===== src/rtl/x86s_pkg.sv =====
`default_nettype none
package x86s_pkg;

  localparam int MemAddrBitsDefault = 16;

  // request codes
  localparam logic [1:0] REQ_MEM_WR = 2'd0;
  localparam logic [1:0] REQ_STEP   = 2'd1;
  localparam logic [1:0] REQ_REG_RD = 2'd2;
  localparam logic [1:0] REQ_MEM_RD = 2'd3;

  // status codes
  localparam logic [1:0] ST_OK       = 2'd0;
  localparam logic [1:0] ST_FINISHED = 2'd1;
  localparam logic [1:0] ST_DEC_ERR  = 2'd2;
  localparam logic [1:0] ST_NOT_EXEC = 2'd3;

  typedef enum logic {ALU_ADD, ALU_SUB} alu_op_e;
  typedef enum logic [1:0] {K_MOV, K_ADD, K_SUB, K_CMP} kind_e;

  // opcode masks and patterns
  localparam logic [7:0] MASK_FC = 8'b11111100;
  localparam logic [7:0] MASK_F0 = 8'b11110000;
  localparam logic [7:0] MASK_FE = 8'b11111110;

  localparam logic [7:0] OPC_ADD_RM  = 8'h00;
  localparam logic [7:0] OPC_SUB_RM  = 8'h28;
  localparam logic [7:0] OPC_CMP_RM  = 8'h38;
  localparam logic [7:0] OPC_MOV_RM  = 8'h88;
  localparam logic [7:0] OPC_ADD_ACC = 8'h04;
  localparam logic [7:0] OPC_SUB_ACC = 8'h2C;
  localparam logic [7:0] OPC_CMP_ACC = 8'h3C;
  localparam logic [7:0] OPC_MOV_RI  = 8'b10110000;
  localparam logic [7:0] OPC_MOV_MI  = 8'hC6;
  localparam logic [7:0] OPC_GRP     = 8'b10000000;
  localparam logic [7:0] OPC_JCC     = 8'h70;
  localparam logic [7:0] OPC_LOOP    = 8'hE0;
  localparam logic [7:0] OPC_JE      = 8'h74;
  localparam logic [7:0] OPC_JNE     = 8'h75;
  localparam logic [7:0] OPC_JS      = 8'h78;
  localparam logic [7:0] OPC_JNS     = 8'h79;

  localparam logic [7:0] MODRM_MID_MASK = 8'b00111000;
  localparam logic [2:0] GRP_ADD = 3'b000;
  localparam logic [2:0] GRP_SUB = 3'b101;
  localparam logic [2:0] GRP_CMP = 3'b111;
  localparam logic [2:0] RM_DIRECT = 3'b110;

  function automatic logic [15:0] sext8(input logic [7:0] v);
    return {{8{v[7]}}, v};
  endfunction

  // register number to word slot
  function automatic logic [2:0] word_idx(input logic [3:0] idx);
    return idx[3] ? idx[2:0] : {1'b0, idx[1:0]};
  endfunction

  // select byte or word from a slot, byte registers zero-extended
  function automatic logic [15:0] reg_fmt(input logic [3:0] idx, input logic [15:0] word);
    if (idx[3]) return word;
    else if (idx[2]) return {8'h00, word[15:8]};
    else return {8'h00, word[7:0]};
  endfunction

  function automatic logic [2:0] ea_base1(input logic [2:0] rm);
    logic [2:0] r;
    unique case (rm)
      3'd0, 3'd1, 3'd7: r = 3'd3;
      3'd2, 3'd3, 3'd6: r = 3'd5;
      3'd4:             r = 3'd6;
      default:          r = 3'd7;
    endcase
    return r;
  endfunction

  function automatic logic [2:0] ea_base2(input logic [2:0] rm);
    return {2'b11, rm[0]};
  endfunction

endpackage
`default_nettype wire


===== src/rtl/x86s_rf.sv =====
`default_nettype none
module x86s_rf (
  input  logic        clk_i,
  input  logic        rst_ni,
  input  logic [2:0]  raddr_i,
  output logic [15:0] rdata_o,
  input  logic        we_i,
  input  logic [3:0]  widx_i,
  input  logic [15:0] wdata_i
);
  logic [15:0] regs_q [8];
  logic [15:0] rdata_q;
  logic [2:0]  wslot;

  assign wslot = x86s_pkg::word_idx(widx_i);

  always_ff @(posedge clk_i or negedge rst_ni) begin
    if (!rst_ni) begin
      for (int i = 0; i < 8; i++) regs_q[i] <= '0;
    end else if (we_i) begin
      if (widx_i[3]) regs_q[wslot] <= wdata_i;
      else if (widx_i[2]) regs_q[wslot][15:8] <= wdata_i[7:0];
      else regs_q[wslot][7:0] <= wdata_i[7:0];
    end
  end

  always_ff @(posedge clk_i) begin
    rdata_q <= regs_q[raddr_i];
  end

  assign rdata_o = rdata_q;
endmodule
`default_nettype wire


===== config.mk =====
export PLATFORM = sky130hd
export DESIGN_NAME = x86s_rf
export DESIGN_NICKNAME = d
export VERILOG_FILES = /design/src/rtl/x86s_pkg.sv /design/src/rtl/x86s_rf.sv
export SDC_FILE = /design/constraint.sdc
export NUM_CORES = 1
export LEC_CHECK = 0
export ABC_AREA = 1
export BUFFER_PORTS_ARGS = -buffer_cell sky130_fd_sc_hd__clkbuf_2
export CAP_MARGIN = 0
export CORE_ASPECT_RATIO = 1.75
export CORE_MARGIN = 2
export CORE_UTILIZATION = 25
export CTS_CLUSTER_SIZE = 8
export DETAILED_ROUTE_END_ITERATION = 10
export GPL_ROUTABILITY_DRIVEN = 0
export GPL_TIMING_DRIVEN = 0
export HOLD_SLACK_MARGIN = 0.05
export SETUP_SLACK_MARGIN = 0.4
export SLEW_MARGIN = 15
export SYNTH_ARGS = -nofsm -noshare
export SYNTH_HDL_FRONTEND = slang
export SYNTH_SLANG_ARGS = --single-unit

===== constraint.sdc =====
create_clock -name clk_i -period 0.96 [get_ports clk_i]
set_input_delay 0.048 -clock clk_i [delete_from_list [all_inputs] [get_ports clk_i]]
set_output_delay 0.048 -clock clk_i [all_outputs]
set_load 0.1 [all_outputs]

* Word-level counts from Yosys, hierarchy flattened
Cells that the tools add are included.
Operators by class: magnitude comparators 3, muxes and demuxes 15, bitwise operators 2, reductions and logical operators 1
Operator list (number):
- $bwmux W128 | 3
- $mux W128 | 2
- $demux W16 S3 | 3
- $mux W16 | 4
- $bmux W16 S3 | 1
- $ge A4 B4 Y1 const B | 2
- $mux W8 | 1
- $not A3 Y4 | 2
- $lt A4 B1 Y1 const B | 1
- $mux W3 | 1
- $logic_and A1 B1 Y1 | 1
Storage, ports and cells: bits in registers 144, bits of input ports 26, output and inout port bits 16, logic and storage cells 30

* Depth between registers and ports, before layout
depth in word-level cells 9, depth in mapped cells 7, depth with buffers taken out 6

* Worst setup path before layout
OpenSTA, ideal clock, no wires.
path type input -> register, from input widx_i[3], to register regs_q[112] in the netlist's numbering, setup time 0.126 ns, arrival 0.925 ns, data required time 0.834 ns, path slack -0.091 ns, stages on the path 6, buffers on the path 2, cell sequence buf_4 nand2_4 nand3_1 nor2_2 buf_4 o21ai_0
On the way: cells in the longest elaborated chain, start to end 9, elaborated cells between the ends (all ways) 15, classes of those cells order compare (2); mux (11); bitwise (1); reduce/logical (1)
RTL lines:
- start, declared | line x86s_rf.sv:8 | input logic [3:0] widx_i,
- $mux W3 | line x86s_pkg.sv:55 | return idx[3] ? idx[2:0] : {1'b0, idx[1:0]};
- $not A3 Y4 (not written as such) | line x86s_rf.sv:21, x86s_rf.sv:22, x86s_rf.sv:23
- $ge A4 B4 Y1 (not written as such) or $lt A4 B1 Y1 (tied branches) | line x86s_rf.sv:21, x86s_rf.sv:23
- $logic_and A1 B1 Y1 (not written as such) | line x86s_rf.sv:21, x86s_rf.sv:23
- $mux W8 (not written as such) | line x86s_rf.sv:23 | else regs_q[wslot][7:0] <= wdata_i[7:0];
- $demux W16 S3 | line x86s_rf.sv:23
- $bwmux W128 | line x86s_rf.sv:23
- $mux W128 | line x86s_rf.sv:22 | else if (widx_i[2]) regs_q[wslot][15:8] <= wdata_i[7:0];
- $mux W128 (*) | line x86s_rf.sv:21 | if (widx_i[3]) regs_q[wslot] <= wdata_i;
- end signal, assigned by index | line x86s_rf.sv:21
- end signal, assigned by index | line x86s_rf.sv:22
- end signal, assigned by index | line x86s_rf.sv:23
- end, declared | line x86s_rf.sv:11 | logic [15:0] regs_q [8];
Every way passes the cells marked *; elsewhere a longest branch is shown, timed or not. A chain may end at the register's enable or synchronous reset.

* Final worst setup path
from register rdata_q[7] (netlist: rdata_o[7]), to output rdata_o[7]
RTL lines:
- start, declared | line x86s_rf.sv:12 | logic [15:0] rdata_q;
- start signal, assigned | line x86s_rf.sv:28 | rdata_q <= regs_q[raddr_i];
- end, declared | line x86s_rf.sv:6 | output logic [15:0] rdata_o,
No word-level cell between the ends.

==> flow_summary.ini <==
[setup_path]
crit_fanout = 1
slowest_delay_ps = 350
crit_start = rdata_o[7]$_DFF_P_
startpoint_type = flop
reg2reg_from = regs_q[53]$_DFFE_PN0P_
arrival_ps = 990
rr_endpoint = rdata_o[5]$_DFF_P_
path_buf_inv = 1
end_kind = output pin
regToRegSetupSlack_ps = -20
cp_top_family = flip-flops
r2r_cells = 6
critPathKind = reg -> out
path_cells = clkbuf_16
required_ps = 910
cp_slowest_cell = dfxtp_4

[routing]
drtIter0Drc = 359
num_vias = 6828
drc_errors = 0
firstDrtPassIters = 5
wire_per_inst_um = 16.70
totalWireLength_mm = 25.05
ant_nets = 0
via_per_inst = 4.552

[status]
status = complete, but fails checks
violations = negative hold slack, negative setup slack

[job]
drv_cap = 0

[yosys]
synth_top_area_share_pct = 45.85
synth_commonest_cells = nand2_1 (440), inv_1 (146), dfrtp_1 (128)
yosys_warnings = 0
yosysTopAreaCell = dfrtp_1
syn_area_um2 = 6987
synthDistinctLibCells = 22
synth.yosys.seq_area_share_pct = 50.43
netlist_instances = 967
syn_area_per_cell_um2 = 7.225
yosysMostFrequentCell = nand2_1
synth-async-reset-ratio_pct = 88.89
synth-edff-count = 0
syn_nets = 993
ys_top_cells_by_area = dfrtp_1 (46%), nand2_1 (24%), inv_1 (7.8%)
ys_ff_latch = 144
yosys_most_used_dff = dfrtp_1

[sta]
worst_slew_pin_slew_ps = 635.8
skew_ps = 8.644
fin_hold_ws_ps = -494.6
rsz0062_at_grt = true
setup_viol_count_final = 17
max_freq_mhz = 966.6
hold_viol = 182
slew_headroom_pct = 57.62
drv_slew = 0
fin_crit_sh_pct = 107.8
min_period_ps = 1035
timing.final.ws_setup_ps = -74.61

[floorplan]
core_um2 = 27770
rows = 81
floorplan.die_area_um2 = 29350
die_h_um = 225.2
fp.dieW_um = 130.4
io_pins = 42
start_util_pct = 25.16

[clock_tree]
hold_buffers = 1
cts_inserted_buffers = 17
cts_max_level = 4
cts.sinks = 144
cts_tree = built
clkLatencyLatePin_ps = 450
cts-root-buf = clkbuf_16
cts.path.max_buffers = 2
path_clk_slew_ps = 60

[global_route]
grt_pass1_wl_mm = 36.66
grt_remaining_overflow = 0
antenna_found_initial = 0
grt_max_degree = 95
grt_pass1_vias = 6871
grt.total_usage_pct = 16.66

[hold_path]
min_path_type = in -> async

[final_layout]
drive_gt1_share_pct = 45.61
nets = 1140
n_antenna_cell = 0
synthToLayoutAreaGrowth_pct = 61.05
fin_area_um2 = 11250

[power]
power_density_nw_per_um2 = 1941
ir_worst_vdd_v = 0.001223
total_power_mw = 21.84
leakagePower_nw = 5.641

[place]
port_buffers = 39
dpl.hpwl_mm = 16.08
place_area_um2 = 8026
-- through the flow --
step	hold slack (ps)	worst slack (ps)	TNS (ps)	cells	util [%]
global route	-479.7	-92.00	-1553	1500	40.52
global placement	322.7	-2315	-338820	1379	28.77
floorplan	-247.6	68.75	0	967	-
finish	-494.6	-74.61	-1068	1500	40.52
CTS	-487.9	-90.40	-1268	1457	35.57
detailed placement	-18.54	-611.4	-45970	1380	28.90
-- power breakdown --
part	switching [mW]	internal [mW]	leakage, nW
logic	3.55	2.63	3.57
registers	0.778	7.33	1.75
clock network	2.65	4.91	0.317
total	6.97	14.9	5.64
-- placed cells by master, fill, tap and decap left out, types with 7 or more instances in the layout --
master / instances
buf_12: 8
buf_4: 38
buf_6: 48
buf_8: 11
clkbuf_16: 40
clkbuf_2: 30
dfrtp_1: 128
dfxtp_4: 16
inv_1: 109
inv_2: 33
nand2_1: 276
nand2_2: 122
nand2_4: 37
nand3_1: 39
nand3_2: 28
nand3_4: 7
nand4_1: 25
nor2_4: 9
o21ai_1: 29
o21ai_2: 38
o21ai_4: 11
-- cell families after synthesis --
kind of cell / after synthesis / share of synthesized area [%]
AO/OA/AOI/OAI: 79 / 5.659
buffers and inverters: 192 / 10.89
flip-flops: 144 / 50.43
AND/OR/NAND/NOR: 552 / 33.02
-- registers in the layout, indices dropped and copies added, names as in the netlist --
register	count
rdata_o	16
regs_q	128
-- repair_timing --
action                                  CTS  global route
endpoints found under the setup margin  160           160
resized for setup                       222           289
gates cloned                              7             5
pin swaps                                98           117
buffers inserted                         37            39
hold endpoints to repair                195           191
-- worst reg2reg max path: stages (launching register included) --
cell and delay (ps):
dfrtp_1 420, inv_2 80, nand2_2 70, nand3_2 100
nand2_2 60, nand2_2 60, nand2_2 70
-- worst max path at each step --
stage                                   endpoint  slack, ps  cells past startpoint
after floorplan           regs_q[55]$_DFFE_PN0P_         70                      7
after global placement    regs_q[75]$_DFFE_PN0P_      -2310                      1
after detailed placement  regs_q[94]$_DFFE_PN0P_       -610                      5
after CTS                             rdata_o[7]        -90                      1
after global routing                  rdata_o[5]        -90                      1
final                                 rdata_o[7]        -70                      1
-- final cells by class --
cell class / count / area (um^2)
inverters: 148 / 580.6
clock inverters: 12 / 212.7
fillers: 2674 / 16520
flip-flops and latches: 144 / 3583
clock buffers: 20 / 446.7
multi-input cells: 631 / 3901
plain buffers: 44 / 416.7
repair buffers: 128 / 1644
well taps: 373 / 466.7
-- metal layers --
metal,global-route usage (%),routed length (um)
met5,0,0
met4,12.94,2243
met3,2.920,777
met2,30.75,13720
met1,15.85,8304
Power figures use the tool's default switching activity.
