## config.mk

```make
export PLATFORM = sky130hd
export DESIGN_NAME = x86s_alu
export DESIGN_NICKNAME = d
export VERILOG_FILES = /design/src/rtl/x86s_pkg.sv /design/src/rtl/x86s_alu.sv
export SDC_FILE = /design/constraint.sdc
export NUM_CORES = 1
export LEC_CHECK = 0
export BUFFER_PORTS_ARGS = -buffer_cell sky130_fd_sc_hd__buf_4
export CAP_MARGIN = 10
export CORE_MARGIN = 5
export CORE_UTILIZATION = 54
export DETAILED_ROUTE_END_ITERATION = 10
export PLACE_DENSITY = 0.91
export SETUP_SLACK_MARGIN = 0.5
export SYNTH_ARGS = -nofsm -noshare
export SYNTH_HDL_FRONTEND = slang
export SYNTH_SLANG_ARGS = --single-unit
```

## constraint.sdc

```tcl
create_clock -name vclk -period 4.6
set_input_delay 0.23 -clock vclk [all_inputs]
set_output_delay 0.23 -clock vclk [all_outputs]
set_load 0.01 [all_outputs]
```

## src/rtl/x86s_pkg.sv

```systemverilog
`default_nettype none
package x86s_pkg;

  localparam int MemAddrBitsDefault = 16;

  // request codes
  localparam logic [1:0] REQ_MEM_WR = 2'd0;
  localparam logic [1:0] REQ_STEP   = 2'd1;
  localparam logic [1:0] REQ_REG_RD = 2'd2;
  localparam logic [1:0] REQ_MEM_RD = 2'd3;

  // status codes
  localparam logic [1:0] ST_OK       = 2'd0;
  localparam logic [1:0] ST_FINISHED = 2'd1;
  localparam logic [1:0] ST_DEC_ERR  = 2'd2;
  localparam logic [1:0] ST_NOT_EXEC = 2'd3;

  typedef enum logic {ALU_ADD, ALU_SUB} alu_op_e;
  typedef enum logic [1:0] {K_MOV, K_ADD, K_SUB, K_CMP} kind_e;

  // opcode masks and patterns
  localparam logic [7:0] MASK_FC = 8'b11111100;
  localparam logic [7:0] MASK_F0 = 8'b11110000;
  localparam logic [7:0] MASK_FE = 8'b11111110;

  localparam logic [7:0] OPC_ADD_RM  = 8'h00;
  localparam logic [7:0] OPC_SUB_RM  = 8'h28;
  localparam logic [7:0] OPC_CMP_RM  = 8'h38;
  localparam logic [7:0] OPC_MOV_RM  = 8'h88;
  localparam logic [7:0] OPC_ADD_ACC = 8'h04;
  localparam logic [7:0] OPC_SUB_ACC = 8'h2C;
  localparam logic [7:0] OPC_CMP_ACC = 8'h3C;
  localparam logic [7:0] OPC_MOV_RI  = 8'b10110000;
  localparam logic [7:0] OPC_MOV_MI  = 8'hC6;
  localparam logic [7:0] OPC_GRP     = 8'b10000000;
  localparam logic [7:0] OPC_JCC     = 8'h70;
  localparam logic [7:0] OPC_LOOP    = 8'hE0;
  localparam logic [7:0] OPC_JE      = 8'h74;
  localparam logic [7:0] OPC_JNE     = 8'h75;
  localparam logic [7:0] OPC_JS      = 8'h78;
  localparam logic [7:0] OPC_JNS     = 8'h79;

  localparam logic [7:0] MODRM_MID_MASK = 8'b00111000;
  localparam logic [2:0] GRP_ADD = 3'b000;
  localparam logic [2:0] GRP_SUB = 3'b101;
  localparam logic [2:0] GRP_CMP = 3'b111;
  localparam logic [2:0] RM_DIRECT = 3'b110;

  function automatic logic [15:0] sext8(input logic [7:0] v);
    return {{8{v[7]}}, v};
  endfunction

  // register number to word slot
  function automatic logic [2:0] word_idx(input logic [3:0] idx);
    return idx[3] ? idx[2:0] : {1'b0, idx[1:0]};
  endfunction

  // select byte or word from a slot, byte registers zero-extended
  function automatic logic [15:0] reg_fmt(input logic [3:0] idx, input logic [15:0] word);
    if (idx[3]) return word;
    else if (idx[2]) return {8'h00, word[15:8]};
    else return {8'h00, word[7:0]};
  endfunction

  function automatic logic [2:0] ea_base1(input logic [2:0] rm);
    logic [2:0] r;
    unique case (rm)
      3'd0, 3'd1, 3'd7: r = 3'd3;
      3'd2, 3'd3, 3'd6: r = 3'd5;
      3'd4:             r = 3'd6;
      default:          r = 3'd7;
    endcase
    return r;
  endfunction

  function automatic logic [2:0] ea_base2(input logic [2:0] rm);
    return {2'b11, rm[0]};
  endfunction

endpackage
`default_nettype wire

```

## src/rtl/x86s_alu.sv

```systemverilog
`default_nettype none
module x86s_alu (
  input  x86s_pkg::alu_op_e op_i,
  input  logic              w_i,
  input  logic [15:0]       a_i,
  input  logic [15:0]       b_i,
  output logic [15:0]       y_o,
  output logic              zf_o,
  output logic              sf_o
);
  always_comb begin
    unique case (op_i)
      x86s_pkg::ALU_SUB: y_o = a_i - b_i;
      default:           y_o = a_i + b_i;
    endcase
  end

  assign zf_o = w_i ? (y_o == 16'h0000) : (y_o[7:0] == 8'h00);
  assign sf_o = w_i ? y_o[15] : y_o[7];
endmodule
`default_nettype wire

```

Word level (Yosys, flattened, before mapping)

Cells that the tools add are included.

Output and inout bits: 18
Logic and storage cells: 7
Input bits: 34
Flip-flop bits (word level): 0

Reductions and logical operators: 2
Mux-type cells: 3
$add $sub $neg: 2

Operator list:

| kind              | count |
|---|---|
| $add A16 B16 Y16  | 1 |
| $logic_not A16 Y1 | 1 |
| $mux W16          | 1 |
| $sub A16 B16 Y16  | 1 |
| $logic_not A8 Y1  | 1 |
| $mux W1           | 2 |

Logic depth before layout (Yosys ltp)

Gate-level depths: netlist of run 1.

Depth after elaboration: 4
Mapped depth: 15
Mapped depth without buffers: 15

Least setup slack after synthesis of run 1

Ideal clock, no wire load.

Path kind: input -> output
Start point: input b_i[5]
End point: output zf_o
Arrival: 3287 ps
Stages: 14
Buffers on the path: 0
Data required time: 4370 ps
Slack: 1083 ps
Cell sequence: or3_1 nor3b_1 and3b_1 nor2_1 xnor2_1 ha_1 a21oi_1 nor3b_1 o21ai_2 a31o_1 a21oi_2 xnor2_1 nand4bb_1 a2111oi_2

Longest elaborated chain between the ends: 4
Elaborated cells on any way between the ends: 6
Classes of those cells: 2 x add/sub; 2 x mux; 2 x reduce/logical

Ends and longest elaborated chain:

| what                                                        | RTL line                       | RTL |
|---|---|---|
| start, declared                                             | x86s_alu.sv:6                  | `input logic [15:0] b_i,` |
| $add A16 B16 Y16 / $sub A16 B16 Y16 (equally long branches) | x86s_alu.sv:14, x86s_alu.sv:13 |  |
| $mux W16 (*)                                                | x86s_alu.sv:12                 | `unique case (op_i)` |
| net y_o[14]                                                 | x86s_alu.sv:7                  | `output logic [15:0] y_o,` |
| $logic_not A16 Y1 (*)                                       | x86s_alu.sv:18                 | `assign zf_o = w_i ? (y_o == 16'h0000) : (y_o[7:0] == 8'h00);` |
| $mux W1 (*)                                                 | x86s_alu.sv:18                 |  |
| end, declared                                               | x86s_alu.sv:8                  | `output logic zf_o,` |

The timed path passes the listed nets; every way through them passes the cells marked *.

Final worst setup path of run 1

Start point: input b_i[5]
End point: output zf_o

Longest elaborated chain between the ends: 4
Elaborated cells on any way between the ends: 6
Classes of those cells: 2 x add/sub; 2 x mux; 2 x reduce/logical

Ends and longest elaborated chain:

| what                                                         | RTL line |
|---|---|
| $add A16 B16 Y16 / $sub A16 B16 Y16 (equally long branches)  | x86s_alu.sv:14, x86s_alu.sv:13 |
| $mux W16 (*)                                                 | x86s_alu.sv:12 |
| $logic_not A16 Y1 / $logic_not A8 Y1 (equally long branches) | x86s_alu.sv:18 |
| $mux W1 (*)                                                  | x86s_alu.sv:18 |

Mark *: on every way between the ends. The rest lies on a longest branch, timed or not.

==> impl_metrics.tcl, run 1 <==
set metrics [dict create \
    worst_hold_slack_ns 0.758 \
    num_vias 1348 \
    wl_um 3430 \
    min_path_type "in -> out" \
    drtAntennaViolNets 0 \
    dieArea_um2 3020 \
    io_pins 52 \
    rsz0062_at_grt "no" \
    vias_per_cell 5.81 \
    wl_per_cell_um 14.8 \
    status "complete, no violations" \
    yosysMostFrequentCell "nor2_1" \
    cp_cell_sequence "buf_4 -> or3_1 -> nor3_2 -> a21oi_1 -> xnor2_1 -> ha_1 -> a21oi_1 -> nor2_1 -> a211oi_1 -> a311o_1 -> o21ai_1 -> xnor2_1 -> nand4bb_1 -> a2111oi_2 -> buf_4" \
    start_kind "input pin" \
    worstPathRequired_ns 4.37 \
    syn_inst 154 \
    regArea_um2 0 \
    seq_cells 0 \
    max_freq_mhz 259 \
    gp_congestion 0.888 \
    first_pass_iters 4 \
    yosysTopAreaCellShare 0.183 \
    post_cts_resize_count 0 \
    synthToLayoutAreaGrowth_pct 39.8 \
    nFillCells 141 \
    ys_types 41 \
    ys_top_cells_by_area "ha_1 18%, xnor2_1 16%, nor2_1 8.6%, a21oi_1 6.9%, nor3_1 3.7%" \
    max_stage_delay_ns 0.42 \
    drc 0 \
    peakVddDrop_mv 0.121 \
    setup_ws_ns 0.733 \
    postCtsSetupBuffers 0 \
    setup_tns_ns 0 \
    path_delay_family "compound AO/OA/AOI/OAI gates" \
    drt-initial-drc-count 24 \
    layout.nets 258 \
    end_kind "primary output" \
    grt_pass1_vias 1307 \
    cp.depth 15 \
    grt-ovfl-total 0 \
    row_count 16 \
    synth_warnings 0 \
    worstPathMaxFanout 5 \
    path_class "in -> out" \
    slew_headroom 0.751 \
    nClkBuffers 0 \
    ys_seq_area_frac 0 \
    core_um2 1940 \
    critPathSlowestCell "or3_1" \
    finalSetupViolCount 0 \
    synth_nets 205 \
    syn-mean-instance-area_um2 7.08 \
    worst_pin_slew_ns 0.372 \
    grt_util_all_layers 0.235 \
    initial_core_util 0.562 \
    dp_hpwl_um 3030 \
    critPathArrivalTime_ns 3.64 \
    finalCriticalPeriod_ns 3.87 \
    drive_gt1_frac 0.312 \
    min_path_cells 3 \
    syn-cell-area_um2 1090 \
    yosys-top-cells-count "25 x nor2_1, 20 x xnor2_1, 16 x ha_1" \
    slew_violations 0 \
    critPathBufInv 2 \
    hold_viol 0 \
    hold_buffers 0 \
    place_ws_ns 0.724 \
    powerDensity_nw_per_um2 223 \
    antenna_cells 0 \
    maxCapViolCount 0 \
    grt_max_degree 16 \
    die-width_um 55.0 \
    p_leak_nw 0.687 \
    antenna_found_initial 0 \
    grt_pass1_wl_um 5350 \
    period_share 0.841 \
    numPortBuffers 52 \
    synth.largest_area_cell "ha_1" \
    dieHeight_um 55.0 \
]
cells by family (layout without fill, tap and decap cells):
kind of cell,after synthesis,in the layout,share of synthesized area
compound gates,49,49,0.320
xor+xnor,23,23,0.185
fa+ha+maj,17,17,0.202
buf+inv,10,61,0.0344
mux,1,1,0.00917
simple gates,54,54,0.250
layout by cell type (no fill, tap or decap), types with 2 or more instances in the layout:
cell type	count
a211oi_1	4
a21o_1	2
a21oi_1	14
a21oi_2	3
a31oi_1	2
and3b_1	2
buf_4	52
ha_1	16
inv_1	9
nand2_1	8
nor2_1	25
nor3_1	7
o211ai_1	2
o21a_1	4
o21ai_0	2
o21ai_1	2
o21ai_2	2
o21bai_1	2
or3_1	2
xnor2_1	20
xor2_1	3
layer usage:
layer  routed length [um]  share of wire  vias up  track usage
li1                     -              -      669            -
met1                 1340           0.39      629        0.278
met2                 1830           0.53       42        0.441
met3                  167          0.049        8       0.0214
met4                   91          0.027        0       0.0688
met5                    0              0        -            0
worst paths after layout:
| path | from | endpoint | slack (ns) |
|---|---|---|---|
| setup / recovery | b_i[5] | zf_o | 0.73 |
| hold / removal | w_i | zf_o | 0.76 |
stage by stage:
stage          utilization  power [mW]  instance area, um^2  instances
3_3_place_gp         0.778       0.322                 1510        232
6_report             0.785       0.340                 1530        232
3_5_place_dp         0.778       0.335                 1510        232
5_1_grt              0.785       0.369                 1530        232
2_1_floorplan            -       0.204                 1090        154
4_1_cts              0.778       0.336                 1510        232
where the power goes:
group          switching [mW]  total [mW]  internal [mW]
logic                   0.178       0.340          0.162
clock network               0           0              0
registers                   0           0              0
total                   0.178       0.340          0.162
tightest hold or removal path, cell delays in order:
cell and delay [ns]:
buf_4 0.10, a2111oi_2 0.06, buf_4 0.14
final cells by class:
type / count / area, um^2 / share of cell area
multi-input cells: 144 / 1070 / 0.700
repair buffers: 52 / 390 / 0.256
inverters: 9 / 33.8 / 0.0221
well taps: 27 / 33.8 / 0.0221
No activity file was read; power rests on OpenSTA's default activity.
==> inputs of run 2 (changes only) <==
--- a/config.mk
+++ b/config.mk
@@ -8,9 +8,9 @@
 export BUFFER_PORTS_ARGS = -buffer_cell sky130_fd_sc_hd__buf_4
 export CAP_MARGIN = 10
 export CORE_MARGIN = 5
-export CORE_UTILIZATION = 54
+export CORE_UTILIZATION = 45
 export DETAILED_ROUTE_END_ITERATION = 10
-export PLACE_DENSITY = 0.91
+export PLACE_DENSITY = 0.81
 export SETUP_SLACK_MARGIN = 0.5
 export SYNTH_ARGS = -nofsm -noshare
 export SYNTH_HDL_FRONTEND = slang
==> constraint.sdc (replaced) <==
create_clock -name vclk -period 3.11
set_input_delay 0.1555 -clock vclk [all_inputs]
set_output_delay 0.1555 -clock vclk [all_outputs]
set_load 0.01 [all_outputs]
==> run 2 against run 1 <==
Synthesized area unchanged. Synthesized cell count did not move. The flow now stops in 5_1_grt.
==> impl_metrics.tcl, run 2 <==
set metrics [dict create \
    ys_types 41 \
    syn-cell-area_um2 1090 \
    synth_nets 205 \
    initial_core_util 0.484 \
    gp_congestion 0.874 \
    error_line "[ERROR DPL-0038] Utilization greater than 100%, impossible to legalize" \
    io_pins 52 \
    yosysTopAreaCellShare 0.183 \
    yosysMostFrequentCell "nor2_1" \
    stop_stage "5_1_grt" \
    worst_endpoint_kind "primary output" \
    dieHeight_um 59.2 \
    dp_hpwl_um 3370 \
    numPortBuffers 52 \
    crit_endpoint "zf_o" \
    die-width_um 59.2 \
    ys_top_cells_by_area "ha_1 18%, xnor2_1 16%, nor2_1 8.6%, a21oi_1 6.9%, nor3_1 3.7%" \
    synth_warnings 0 \
    dp_cells 278 \
    ys_seq_area_frac 0 \
    status "aborted with a tool error" \
    place_ws_ns -0.386 \
    row_count 17 \
    synth.largest_area_cell "ha_1" \
    syn-mean-instance-area_um2 7.08 \
    yosys-top-cells-count "25 x nor2_1, 20 x xnor2_1, 16 x ha_1" \
    grt_max_degree 10 \
    syn_inst 154 \
]
## run 2: cell counts after synthesis
Identical to the previous run, type by type.
## run 2: kinds of logic after synthesis
group / count (synthesis) / share of synthesized area
AND/OR/NAND/NOR: 54 / 0.250
buffers and inverters: 10 / 0.0344
XOR/XNOR: 23 / 0.185
adder cells (fa/ha/maj): 17 / 0.202
multiplexers: 1 / 0.00917
AO/OA/AOI/OAI: 49 / 0.320
## run 2: repair_timing
item                       in CTS
hold buffers                    0
setup endpoints to repair       9
setup buffers                   3
pin swaps                      19
resized for setup              24
## run 2: through the flow
step / hold WS, ns / TNS (ns) / instance area [um^2]
2_1_floorplan: 0.368 / -0.0213 / 1130
3_3_place_gp: 0.603 / -0.336 / 1890
3_5_place_dp: 0.618 / -0.408 / 1890
4_1_cts: 0.614 / -0.362 / 2020
==> inputs of run 3 (changes only) <==
--- a/config.mk
+++ b/config.mk
@@ -7,11 +7,10 @@
 export LEC_CHECK = 0
 export BUFFER_PORTS_ARGS = -buffer_cell sky130_fd_sc_hd__buf_4
 export CAP_MARGIN = 10
-export CORE_MARGIN = 5
-export CORE_UTILIZATION = 45
+export CORE_AREA = 5 5 66 68
 export DETAILED_ROUTE_END_ITERATION = 10
-export PLACE_DENSITY = 0.81
-export SETUP_SLACK_MARGIN = 0.5
+export DIE_AREA = 0 0 71 73
+export PLACE_DENSITY_LB_ADDON = 0.15
 export SYNTH_ARGS = -nofsm -noshare
 export SYNTH_HDL_FRONTEND = slang
 export SYNTH_SLANG_ARGS = --single-unit
==> constraint.sdc (replaced) <==
create_clock -name vclk -period 4
set_input_delay 0.2 -clock vclk [all_inputs]
set_output_delay 0.2 -clock vclk [all_outputs]
set_load 0.01 [all_outputs]
==> run 3 against run 2 <==
The flow now finishes without violations.
==> impl_metrics.tcl, run 3 (synthesis results as in run 1) <==
set metrics [dict create \
    numPortBuffers 52 \
    drt-initial-drc-count 59 \
    slew_headroom 0.732 \
    core_um2 3800 \
    period_share 0.925 \
    initial_core_util 0.287 \
    end_kind "primary output" \
    postCtsSetupBuffers 0 \
    nClkBuffers 0 \
    worstPathMaxFanout 5 \
    grt-ovfl-total 0 \
    placed_cell_area_um2 1540 \
    drtAntennaViolNets 0 \
    use_met1 0.179 \
    met3_usage 0.00275 \
    grt_max_degree 16 \
    worst_pin_slew_ns 0.402 \
    synthToLayoutAreaGrowth_pct 42.9 \
    layout.nets 258 \
    drive_gt1_frac 0.317 \
    vias_per_cell 4.80 \
    mostFrequentLayoutCell "buf_4" \
    grt_pass1_wl_um 5130 \
    dp_cells 255 \
    power_mw 0.382 \
    start_kind "input pin" \
    rsz0062_at_grt "no" \
    antenna_cells 0 \
    setup_tns_ns 0 \
    met2_usage 0.194 \
    cp-startpoint "b_i[5]" \
    finalCriticalPeriod_ns 3.70 \
    p_leak_nw 0.691 \
    peakVddDrop_mv 0.0652 \
    finalSetupViolCount 0 \
    final_cell_mix "52 x buf_4, 25 x nor2_1, 20 x xnor2_1, 16 x ha_1, 14 x a21oi_1" \
    grt_util_all_layers 0.117 \
    antenna_found_initial 0 \
    gp_congestion 0.763 \
    drc 0 \
    powerDensity_nw_per_um2 245 \
    hold_viol 0 \
    slew_violations 0 \
    first_pass_iters 4 \
    cp-endpoint "zf_o" \
    io_pins 52 \
    status "complete, no violations" \
    worstPathRequired_ns 3.80 \
    critPathArrivalTime_ns 3.50 \
    wl_per_cell_um 12.5 \
    setup_ws_ns 0.299 \
    dieHeight_um 73 \
    busiest_layer "met2" \
    path_class "in -> out" \
    num_vias 1224 \
    die-width_um 71 \
    row_count 23 \
    wl_um 3190 \
    grt_pass1_vias 1107 \
    fin_area_um2 1560 \
    dieArea_um2 5180 \
    stdcell_count 255 \
    min_path_type "in -> out" \
    place_ws_ns 0.115 \
    max_freq_mhz 270 \
    maxCapViolCount 0 \
    dp_hpwl_um 2840 \
    regArea_um2 0 \
    seq_cells 0 \
    nFillCells 438 \
]
==> run 3: worst max-delay path: stages <==
cell and delay, ns:
buf_4 0.11, or3_1 0.41, nor3_1 0.25, a21oi_1 0.13, xnor2_1 0.21, ha_1 0.32
a21oi_1 0.24, nor2_1 0.06, a211oi_1 0.25, a311o_1 0.26, o21ai_1 0.09, xnor2_1 0.23
nand4bb_1 0.16, a2111oi_2 0.38, buf_4 0.18
==> run 3: power by group <==
part           switching, mW  internal, mW  total (mW)
logic                  0.196         0.186       0.382
registers                  0             0           0
clock network              0             0           0
==> run 3: layout make-up <==
class,count,area [um^2],share of cell area
Inverter,9,33.8,0.0217
Timing Repair Buffer,52,390,0.250
Tap cell,50,62.6,0.0401
Multi-Input combinational cell,144,1070,0.688
==> run 3: repair_timing <==
| action | in CTS | in global routing |
|---|---|---|
| gates resized for setup | 0 | 4 |
| setup endpoints to repair | 0 | 1 |
| hold buffers | 0 | 0 |
==> run 3: metal layers <==
layer,vias up,wire (um)
met5,-,0
met4,0,0
met3,0,119
met2,25,1490
met1,531,1590
li1,668,-
==> run 3: worst min path at each step <==
stage / depth (start not counted) / slack (ns) / end / startpoint
2_1_floorplan: 1 / 0.46 / zf_o / w_i
6_report: 3 / 0.69 / zf_o / w_i
3_5_place_dp: 3 / 0.69 / zf_o / w_i
3_3_place_gp: 3 / 0.69 / zf_o / w_i
4_1_cts: 3 / 0.69 / zf_o / w_i
5_1_grt: 3 / 0.70 / sf_o / w_i
==> run 3: through the flow <==
stage	hold WS [ns]	utilization
floorplan	0.460	-
global placement	0.691	0.405
detailed placement	0.689	0.405
CTS	0.691	0.405
global route	0.701	0.410
finish	0.688	0.410
